**config.mk**
```make
export PLATFORM = sky130hd
export DESIGN_NAME = postfix_expression_evaluator
export DESIGN_NICKNAME = d
export VERILOG_FILES = /design/src/hw/rtl/pfe_pkg.sv /design/src/hw/rtl/pfe_alu.sv /design/src/hw/rtl/postfix_expression_evaluator.sv
export SDC_FILE = /design/constraint.sdc
export NUM_CORES = 2
export LEC_CHECK = 0
export BUFFER_PORTS_ARGS = -buffer_cell sky130_fd_sc_hd__buf_2
export CORE_UTILIZATION = 55
export CTS_BUF_LIST = sky130_fd_sc_hd__clkbuf_4 sky130_fd_sc_hd__clkbuf_8 sky130_fd_sc_hd__clkbuf_16
export CTS_CLUSTER_DIAMETER = 40
export DETAILED_ROUTE_END_ITERATION = 10
export GPL_TIMING_DRIVEN = 0
export PLACE_DENSITY = 0.71
export SLEW_MARGIN = 20
export SYNTH_ARGS = -nofsm -noshare
export SYNTH_HDL_FRONTEND = slang
export SYNTH_SLANG_ARGS = --single-unit
```
**constraint.sdc**
```tcl
create_clock -name clk -period 11.66 [get_ports clk]
set_clock_uncertainty 0.1 [all_clocks]
set_input_delay 3.498 -clock clk [delete_from_list [all_inputs] [get_ports clk]]
set_output_delay 3.498 -clock clk [all_outputs]
set_load 0.01 [all_outputs]
```
**src/hw/rtl/pfe_pkg.sv**
```systemverilog
// Shared types and constants for the postfix expression evaluator.
`timescale 1ns / 1ps

package pfe_pkg;

  typedef logic [2:0] op_t;

  localparam op_t OP_ADD  = 3'd0;
  localparam op_t OP_SUB  = 3'd1;
  localparam op_t OP_MUL  = 3'd2;
  localparam op_t OP_DIV  = 3'd3;
  localparam op_t OP_POW  = 3'd4;
  localparam op_t OP_ZERO = 3'd5;

  localparam logic [7:0] CH_ZERO   = 8'h30;
  localparam logic [7:0] CH_NINE   = 8'h39;
  localparam logic [7:0] CH_PLUS   = 8'h2B;
  localparam logic [7:0] CH_MINUS  = 8'h2D;
  localparam logic [7:0] CH_STAR   = 8'h2A;
  localparam logic [7:0] CH_SLASH  = 8'h2F;
  localparam logic [7:0] CH_CARET  = 8'h5E;
  localparam logic [7:0] CH_SPACE  = 8'h20;
  localparam logic [7:0] CH_COMMA  = 8'h2C;
  localparam logic [7:0] CH_LPAREN = 8'h28;
  localparam logic [7:0] CH_RPAREN = 8'h29;

  typedef struct packed {
    logic start;
    op_t  op;
  } alu_ctl_t;

  typedef struct packed {
    logic done;
    logic fault;
  } alu_sts_t;

endpackage

```
**src/hw/rtl/pfe_alu.sv**
```systemverilog
// Iterative arithmetic unit: add, subtract, multiply, divide and integer power.
`timescale 1ns / 1ps

module pfe_alu (
  input  logic              clk,
  input  logic              rst,
  input  pfe_pkg::alu_ctl_t ctl,
  input  logic [31:0]       lhs,
  input  logic [31:0]       rhs,
  output pfe_pkg::alu_sts_t sts,
  output logic [31:0]       result
);

  localparam logic [1:0] A_IDLE = 2'd0;
  localparam logic [1:0] A_DIV  = 2'd1;
  localparam logic [1:0] A_DFIX = 2'd2;
  localparam logic [1:0] A_POW  = 2'd3;

  logic [1:0]  state;
  logic        done;
  logic        done_next;
  logic        fault;
  logic [31:0] quo;
  logic [31:0] rem;
  logic [31:0] dvs;
  logic        neg;
  logic [4:0]  cnt;
  logic [31:0] pacc;
  logic [31:0] psq;
  logic [30:0] pex;
  logic        phase;

  logic [31:0] mul_a;
  logic [31:0] mul_b;
  logic [63:0] mul_full;
  logic [31:0] product;
  logic [32:0] trial;
  logic [32:0] diff;
  logic        ge;
  logic [31:0] lhs_mag;
  logic [31:0] rhs_mag;

  // One shared multiplier serves plain multiply and both power steps
  always_comb begin
    if (state == A_POW && phase) begin
      mul_a = psq;
      mul_b = psq;
    end else if (state == A_POW) begin
      mul_a = pacc;
      mul_b = psq;
    end else begin
      mul_a = lhs;
      mul_b = rhs;
    end
  end

  assign mul_full = mul_a * mul_b;
  assign product  = mul_full[31:0];

  // Restoring divide, one quotient bit a cycle
  assign trial   = {rem, quo[31]};
  assign ge      = trial >= {1'b0, dvs};
  assign diff    = trial - {1'b0, dvs};
  assign lhs_mag = lhs[31] ? (~lhs + 32'd1) : lhs;
  assign rhs_mag = rhs[31] ? (~rhs + 32'd1) : rhs;

  // Raise done on the edge that loads the result
  always_comb begin
    case (state)
      A_IDLE:  done_next = ctl.start &&
                           !((ctl.op == pfe_pkg::OP_DIV) && (rhs != 32'd0)) &&
                           !((ctl.op == pfe_pkg::OP_POW) && !rhs[31]);
      A_DFIX:  done_next = 1'b1;
      A_POW:   done_next = (pex == 31'd0);
      default: done_next = 1'b0;
    endcase
  end

  always_ff @(posedge clk) begin
    if (rst) begin
      state <= A_IDLE;
      done  <= 1'b0;
    end else begin
      done <= done_next;
      case (state)
        A_IDLE: begin
          if (ctl.start) begin
            case (ctl.op)
              pfe_pkg::OP_ADD: begin
                result <= lhs + rhs;
                fault  <= 1'b0;
              end
              pfe_pkg::OP_SUB: begin
                result <= lhs - rhs;
                fault  <= 1'b0;
              end
              pfe_pkg::OP_MUL: begin
                result <= product;
                fault  <= 1'b0;
              end
              pfe_pkg::OP_DIV: begin
                if (rhs == 32'd0) begin
                  result <= 32'd0;
                  fault  <= 1'b1;
                end else begin
                  quo   <= lhs_mag;
                  dvs   <= rhs_mag;
                  rem   <= 32'd0;
                  neg   <= lhs[31] ^ rhs[31];
                  cnt   <= 5'd0;
                  state <= A_DIV;
                end
              end
              pfe_pkg::OP_POW: begin
                if (rhs[31]) begin
                  // negative exponent: truncated reciprocal
                  fault <= (lhs == 32'd0);
                  if (lhs == 32'd1) begin
                    result <= 32'd1;
                  end else if (lhs == 32'hFFFF_FFFF) begin
                    result <= rhs[0] ? 32'hFFFF_FFFF : 32'd1;
                  end else begin
                    result <= 32'd0;
                  end
                end else begin
                  pacc  <= 32'd1;
                  psq   <= lhs;
                  pex   <= rhs[30:0];
                  phase <= 1'b0;
                  state <= A_POW;
                end
              end
              default: begin
                result <= 32'd0;
                fault  <= 1'b0;
              end
            endcase
          end
        end
        A_DIV: begin
          rem <= ge ? diff[31:0] : trial[31:0];
          quo <= {quo[30:0], ge};
          cnt <= cnt + 5'd1;
          if (cnt == 5'd31) begin
            state <= A_DFIX;
          end
        end
        A_DFIX: begin
          result <= neg ? (~quo + 32'd1) : quo;
          fault  <= 1'b0;
          state  <= A_IDLE;
        end
        A_POW: begin
          // stop once no exponent bits remain
          if (pex == 31'd0) begin
            result <= pacc;
            fault  <= 1'b0;
            state  <= A_IDLE;
          end else if (!phase) begin
            if (pex[0]) begin
              pacc <= product;
            end
            phase <= 1'b1;
          end else begin
            psq   <= product;
            pex   <= pex >> 1;
            phase <= 1'b0;
          end
        end
        default: begin
          state <= A_IDLE;
        end
      endcase
    end
  end

  assign sts.done  = done;
  assign sts.fault = fault;

endmodule

```
**src/hw/rtl/postfix_expression_evaluator.sv**
```systemverilog
// Top level of the postfix expression evaluator: sequencer, operand stack, result register.
`timescale 1ns / 1ps

// Channel   | Handshake                  | Payload
// ----------+----------------------------+-------------------------------------
// input     | char_valid / char_ready    | char_code[7:0], end_of_text
// result    | result_valid / result_ready| value[31:0] signed, expr_ok, arith_fault
//
// Steps: a digit is taken in the idle state; any other word goes through S_END to
// close an open number, and an operator then pops right and left operands, starts
// the arithmetic unit and waits for it (/ divides bit-serially, ^ makes two multiplier
// passes per exponent bit). The last word adds a final pop and the emit. Reset empties
// the stack at once; stack entries are never read before written.
// char_ready is low while a word is in work; a held result stalls only the
// final emit, never the arithmetic.

module postfix_expression_evaluator #(
  parameter int STACK_DEPTH = 64
) (
  input  logic               clk,
  input  logic               rst,
  input  logic               char_valid,
  output logic               char_ready,
  input  logic [7:0]         char_code,
  input  logic               end_of_text,
  output logic               result_valid,
  input  logic               result_ready,
  output logic signed [31:0] value,
  output logic               expr_ok,
  output logic               arith_fault
);

  localparam int AW  = (STACK_DEPTH > 1) ? $clog2(STACK_DEPTH) : 1;
  localparam int SPW = $clog2(STACK_DEPTH + 1);

  localparam logic [2:0] S_IDLE = 3'd0;  // take a word
  localparam logic [2:0] S_END  = 3'd1;  // push an open number
  localparam logic [2:0] S_POPR = 3'd2;  // pop right operand
  localparam logic [2:0] S_POPL = 3'd3;  // pop left operand
  localparam logic [2:0] S_OPST = 3'd4;  // launch arithmetic
  localparam logic [2:0] S_WAIT = 3'd5;  // wait, then push result
  localparam logic [2:0] S_FPOP = 3'd6;  // final pop
  localparam logic [2:0] S_EMIT = 3'd7;  // load result register

  logic [2:0]     state;
  logic [SPW-1:0] sp;
  logic [31:0]    acc;
  logic           in_number;
  logic           ok_flag;
  logic           fault_flag;
  logic           is_op;
  logic           fin;
  pfe_pkg::op_t   op;
  logic [31:0]    rhs;
  logic           under;

  logic [31:0] stack_mem [STACK_DEPTH];
  logic [31:0] rd_data;
  logic        rd_en;
  logic [AW-1:0] rd_addr;
  logic        wr_en;
  logic [AW-1:0] wr_addr;
  logic [31:0] wr_data;

  logic           accept;
  logic           is_digit;
  logic           is_skip;
  logic [7:0]     digit;
  logic [31:0]    acc_next;
  logic           sp_empty;
  logic           sp_full;
  logic [SPW-1:0] sp_dec;
  logic           emit_fire;
  logic [31:0]    popped;

  pfe_pkg::alu_ctl_t alu_ctl;
  pfe_pkg::alu_sts_t alu_sts;
  logic [31:0]       alu_result;

  assign char_ready = (state == S_IDLE);
  assign accept     = char_valid && char_ready;

  assign is_digit = (char_code >= pfe_pkg::CH_ZERO) && (char_code <= pfe_pkg::CH_NINE);
  assign is_skip  = (char_code == pfe_pkg::CH_SPACE) || (char_code == pfe_pkg::CH_COMMA) ||
                    (char_code == pfe_pkg::CH_LPAREN) || (char_code == pfe_pkg::CH_RPAREN);
  assign digit    = char_code - pfe_pkg::CH_ZERO;
  // acc * 10 as two shifts, wrapping at 32 bits
  assign acc_next = {acc[28:0], 3'b000} + {acc[30:0], 1'b0} + {28'd0, digit[3:0]};

  assign sp_empty  = (sp == '0);
  assign sp_full   = (sp >= SPW'(STACK_DEPTH));
  assign sp_dec    = sp - SPW'(1);
  assign popped    = under ? 32'd0 : rd_data;
  assign emit_fire = (state == S_EMIT) && (!result_valid || result_ready);

  // Stack port control: one read and one write address per cycle
  assign rd_en   = ((state == S_POPR) || (state == S_POPL) || (state == S_FPOP)) && !sp_empty;
  assign rd_addr = sp_dec[AW-1:0];
  assign wr_en   = !sp_full && (((state == S_END) && in_number) ||
                                ((state == S_WAIT) && alu_sts.done));
  assign wr_addr = sp[AW-1:0];
  assign wr_data = (state == S_END) ? acc : alu_result;

  always_ff @(posedge clk) begin
    if (wr_en) begin
      stack_mem[wr_addr] <= wr_data;
    end
    if (rd_en) begin
      rd_data <= stack_mem[rd_addr];
    end
  end

  assign alu_ctl.start = (state == S_OPST);
  assign alu_ctl.op    = op;

  pfe_alu u_alu (
    .clk    (clk),
    .rst    (rst),
    .ctl    (alu_ctl),
    .lhs    (popped),
    .rhs    (rhs),
    .sts    (alu_sts),
    .result (alu_result)
  );

  always_ff @(posedge clk) begin
    if (rst) begin
      state        <= S_IDLE;
      sp           <= '0;
      acc          <= 32'd0;
      in_number    <= 1'b0;
      ok_flag      <= 1'b1;
      fault_flag   <= 1'b0;
      result_valid <= 1'b0;
    end else begin
      // raise on a new result, drop once the held one is taken
      if (emit_fire) begin
        result_valid <= 1'b1;
      end else if (result_valid && result_ready) begin
        result_valid <= 1'b0;
      end
      case (state)
        S_IDLE: begin
          if (accept) begin
            fin <= end_of_text;
            if (is_digit) begin
              acc       <= acc_next;
              in_number <= 1'b1;
              is_op     <= 1'b0;
              state     <= end_of_text ? S_END : S_IDLE;
            end else begin
              is_op <= !is_skip;
              state <= S_END;
              case (char_code)
                pfe_pkg::CH_PLUS:  op <= pfe_pkg::OP_ADD;
                pfe_pkg::CH_MINUS: op <= pfe_pkg::OP_SUB;
                pfe_pkg::CH_STAR:  op <= pfe_pkg::OP_MUL;
                pfe_pkg::CH_SLASH: op <= pfe_pkg::OP_DIV;
                pfe_pkg::CH_CARET: op <= pfe_pkg::OP_POW;
                default: begin
                  op <= pfe_pkg::OP_ZERO;
                  if (!is_skip) begin
                    ok_flag <= 1'b0;
                  end
                end
              endcase
            end
          end
        end
        S_END: begin
          // end any open number: push it or flag overflow
          if (in_number) begin
            if (sp_full) begin
              fault_flag <= 1'b1;
            end else begin
              sp <= sp + SPW'(1);
            end
          end
          acc       <= 32'd0;
          in_number <= 1'b0;
          if (is_op) begin
            state <= S_POPR;
          end else if (fin) begin
            state <= S_FPOP;
          end else begin
            state <= S_IDLE;
          end
        end
        S_POPR: begin
          under <= sp_empty;
          if (sp_empty) begin
            fault_flag <= 1'b1;
          end else begin
            sp <= sp_dec;
          end
          state <= S_POPL;
        end
        S_POPL: begin
          rhs   <= popped;
          under <= sp_empty;
          if (sp_empty) begin
            fault_flag <= 1'b1;
          end else begin
            sp <= sp_dec;
          end
          state <= S_OPST;
        end
        S_OPST: begin
          state <= S_WAIT;
        end
        S_WAIT: begin
          if (alu_sts.done) begin
            if (sp_full || alu_sts.fault) begin
              fault_flag <= 1'b1;
            end
            if (!sp_full) begin
              sp <= sp + SPW'(1);
            end
            state <= fin ? S_FPOP : S_IDLE;
          end
        end
        S_FPOP: begin
          under <= sp_empty;
          if (sp_empty) begin
            fault_flag <= 1'b1;
          end else begin
            sp <= sp_dec;
          end
          state <= S_EMIT;
        end
        S_EMIT: begin
          // hold until the result register is free, then clear the expression
          if (emit_fire) begin
            value        <= popped;
            expr_ok      <= ok_flag;
            arith_fault  <= fault_flag;
            sp           <= '0;
            acc          <= 32'd0;
            in_number    <= 1'b0;
            ok_flag      <= 1'b1;
            fault_flag   <= 1'b0;
            state        <= S_IDLE;
          end
        end
        default: begin
          state <= S_IDLE;
        end
      endcase
    end
  end

  a_sp_bound: assert property (@(posedge clk) disable iff (rst)
    sp <= SPW'(STACK_DEPTH))
    else $error("stack pointer beyond stack depth");

  a_alu_done_wait: assert property (@(posedge clk) disable iff (rst)
    alu_sts.done |-> (state == S_WAIT))
    else $error("arithmetic result arrived outside the wait state");

  a_emit_clears: assert property (@(posedge clk) disable iff (rst)
    emit_fire |=> (sp == '0) && ok_flag && !fault_flag && !in_number)
    else $error("expression state not cleared after emit");

  a_result_from_emit: assert property (@(posedge clk) disable iff (rst)
    $rose(result_valid) |-> ($past(state) == S_EMIT))
    else $error("result raised outside the emit state");

endmodule

```
==> flow_metrics.py <==
metrics = {
    "run_status": {
        "status": "complete, but fails checks",
        "violations": "design-rule violations",
    },
    "synth": {
        "synth-seq-cells": 2432,
        "synth_edf_count": 2383,
        "yosysWarnings": 0,
        "ys_seq_area_share_pct": 61.77,
        "synth-async-reset-ratio_pct": 0,
        "syn_area_um2": 117400,
        "yosys-top-cells-area": "edfxtp_1 61%, mux4_2 13%, fa_1 7.0%",
        "ys_dominant_reg_cell": "edfxtp_1",
        "synth_area_per_cell_um2": 16.16,
        "synth_nets": 7945,
        "ys_top_cells_by_count": "2,383 x edfxtp_1, 672 x mux4_2, 568 x nor2_1",
        "ys_types": 84,
        "syn_inst": 7267,
        "yosysTopAreaCellShare_pct": 60.94,
        "synth_top_area_cell": "edfxtp_1",
        "yosysMostFrequentCell": "edfxtp_1",
    },
    "drt": {
        "totalWireLength_um": 379400,
        "routed_via_density": 6.566,
        "wl_per_cell_um": 34.91,
        "num_vias": 71352,
        "route.detailed.drc": 72,
        "antenna_left": 0,
        "first_iter_violations": 10481,
        "firstDrtPassIters": 9,
    },
    "clock_network": {
        "clock_latency_ns": 0.95,
        "post-cts-setup-buffers": 0,
        "clk_pin_slew_ns": 0.06,
        "cts_max_level": 5,
        "cts_tree": "built",
        "cts.hold.buffers_added": 0,
        "cts_inserted_buffers": 335,
        "cts_sinks": 2432,
        "root_buffer": "clkbuf_16",
        "clockBufferDepth": 4,
    },
    "setup_path": {
        "reg2reg_slack_ns": 0.03,
        "path_max_fanout": 10,
        "reg2reg_from": "u_alu.state[1]",
        "required_ns": 12.19,
        "crit_top_cell": "fa_1",
        "slowest_stage": "xnor2_1",
        "setup.worst_path.class": "flip-flop to flip-flop",
        "end_kind": "flip-flop",
        "cp-start-kind": "flip-flop",
        "timing.rr.end": "u_alu.result[24]",
        "slowest_delay_ns": 0.88,
        "worstPathArrival_ns": 12.16,
        "r2r_cells": 27,
    },
    "cells_and_area": {
        "syn2layout_area_growth_pct": 15.30,
        "fillCellCount": 14649,
        "multi_input_area_um2": 42480,
        "regArea_um2": 72540,
        "regMostFlops": "stack_mem",
        "nets": 8457,
        "drive_above_1_share_pct": 21.27,
        "final-instance-count-excl-fill": 10867,
        "largest_reg_flops": 2048,
    },
    "timing": {
        "rsz0062_at_grt": "no",
        "tightest_slew_ns": 1.330,
        "finalHoldViolations": 0,
        "slew_viol_final": 0,
        "hold_ws_ns": 0.3379,
        "min_period_ns": 11.63,
        "setup_viol": 0,
        "relSlewSlack_pct": 10.68,
        "fin_tns_setup_ns": 0,
        "fin_crit_sh_pct": 99.77,
        "fmax_ghz": 0.08596,
    },
    "placed_design": {
        "globalplace.congestion": 1.042,
        "hpwl_um": 264600,
        "dp.cells": 10263,
        "io_buffers": 47,
    },
    "hold_path": {
        "min_from": "fault_flag",
        "hp-class": "flip-flop to flip-flop",
        "holdPathStages": 0,
        "hold_end": "arith_fault",
    },
    "floorplan": {
        "coreArea_um2": 212100,
        "die_h_um": 464.1,
        "initial_core_util_pct": 55.37,
        "row_count": 169,
        "die_area_um2": 215400,
        "ios": 49,
        "fp.dieW_um": 464.1,
    },
    "grt": {
        "grt.total_usage_pct": 35.39,
        "grt_pass1_vias": 72017,
        "grt_pass1_wl_um": 532000,
        "grt_overflow": 0,
        "grt_max_degree": 65,
        "antenna_found_initial": 36,
    },
    "pwr": {
        "power.density_nw_per_um2": 210.6,
        "clkPwrFrac_pct": 35.2,
        "combPwrFrac_pct": 30.6,
        "netSwitchingFraction_pct": 34.27,
        "p_switching_mw": 9.773,
        "leakagePower_nw": 46.62,
        "p_int_mw": 18.75,
        "ir_drop_uv": 501.0,
        "seq_power_share_pct": 34.2,
    },
    "job": {
        "cap_violations": 0,
    },
}
[metal layers]
layer  part of all wire (%)  track usage [%]  vias up
met3                     11            7.914     1078
met2                     47            55.71     4750
met1                     35            45.31    36792
met5                  0.036                0        -
li1                       -                -    28714
met4                    7.0            21.11       18
[area by class of cell]
class	count	area share, %
sequential	2432	53.58
multi-input combinational	3988	31.38
clock buffer	367	6.464
buffer	361	1.070
antenna	11	0.02033
timing repair buffer	177	1.891
tap	2821	2.607
clock inverter	226	1.653
inverter	484	1.342
[critical path, delay by kind of cell, from the launching register on]
family                     cells  cell delay, ns
AOI/OAI and AO/OA              7            2.42
DFF                            1            0.45
and+or+nand+nor                3            0.68
adders and majority gates      9            4.47
buffers and inverters          7            2.32
xor gates and xnor gates       1            0.88
[worst max-delay path by stage]
| stage | start | endpoint | slack [ns] | cells past startpoint |
|---|---|---|---|---|
| after floorplan | rst | u_alu.pex[0] | 1.02 | 3 |
| after global placement | rst | u_alu.pex[8] | -3.71 | 3 |
| after detailed placement | u_alu.state[1] | u_alu.result[24] | -0.49 | 34 |
| after CTS | u_alu.state[1] | u_alu.result[24] | 0.004 | 33 |
| after global routing | u_alu.state[1] | u_alu.result[24] | 0.001 | 29 |
| final | u_alu.state[1] | u_alu.result[24] | 0.03 | 27 |
[kinds of logic after synthesis]
| logic type | count (synthesis) | share of synthesized area [%] |
|---|---|---|
| AOI/OAI and AO/OA | 747 | 4.167 |
| and+or+nand+nor | 1553 | 5.910 |
| adders and majority gates | 665 | 9.719 |
| xor gates and xnor gates | 275 | 2.098 |
| muxes | 748 | 13.60 |
| buffers and inverters | 847 | 2.732 |
| DFF | 2432 | 61.77 |
[per-stage QoR]
stage / power, mW / utilization (%) / cell area, µm² / setup WS (ns)
floorplan: 14.66 / - / 117400 / 1.021
global placement: 18.15 / 57.15 / 121200 / -3.707
detailed placement: 18.36 / 58.59 / 124300 / -0.4933
CTS: 28.36 / 63.78 / 135300 / 0.003828
global route: 29.10 / 63.83 / 135400 / 0.001318
finish: 28.52 / 63.84 / 135400 / 0.02703
[power groups by stage]
stage	combinational [mW]	sequential, mW	clock, mW
3_5_place_dp	8.43	9.93	0
4_1_cts	8.53	9.75	10.1
6_report	8.72	9.75	10.0
2_1_floorplan	4.74	9.92	0
5_1_grt	8.94	9.75	10.4
3_3_place_gp	8.21	9.94	0
[repair_timing]
item	CTS	global route
gates cloned	0	0
resized for setup	5	26
endpoints found under the setup margin	11	17
endpoints found under the hold margin	0	0
[cells in the final DEF, fill, tap and decap left out, types with 31 or more instances in the layout]
cell and count:
edfxtp_1 2383, mux4_2 672, nand2_1 533, nor2_1 505, inv_1 484, fa_1 412, clkbuf_16 342, clkbuf_1 264
ha_1 253, o21ai_0 185, a21oi_1 154, xnor2_1 140, xor2_1 129, buf_2 78, a21o_1 68, nor2_4 63
nand3_1 57, or2_2 53, nand2b_1 50, dfxtp_1 49, and2_1 48, buf_12 44, inv_6 43, clkbuf_2 41
or3_1 41, buf_16 39, o31ai_1 38, clkinvlp_4 38, buf_1 36, clkinv_2 35, clkinv_1 35, mux2_2 32
o21a_1 32, mux2_4 31
Power figures use the tool's default switching activity.
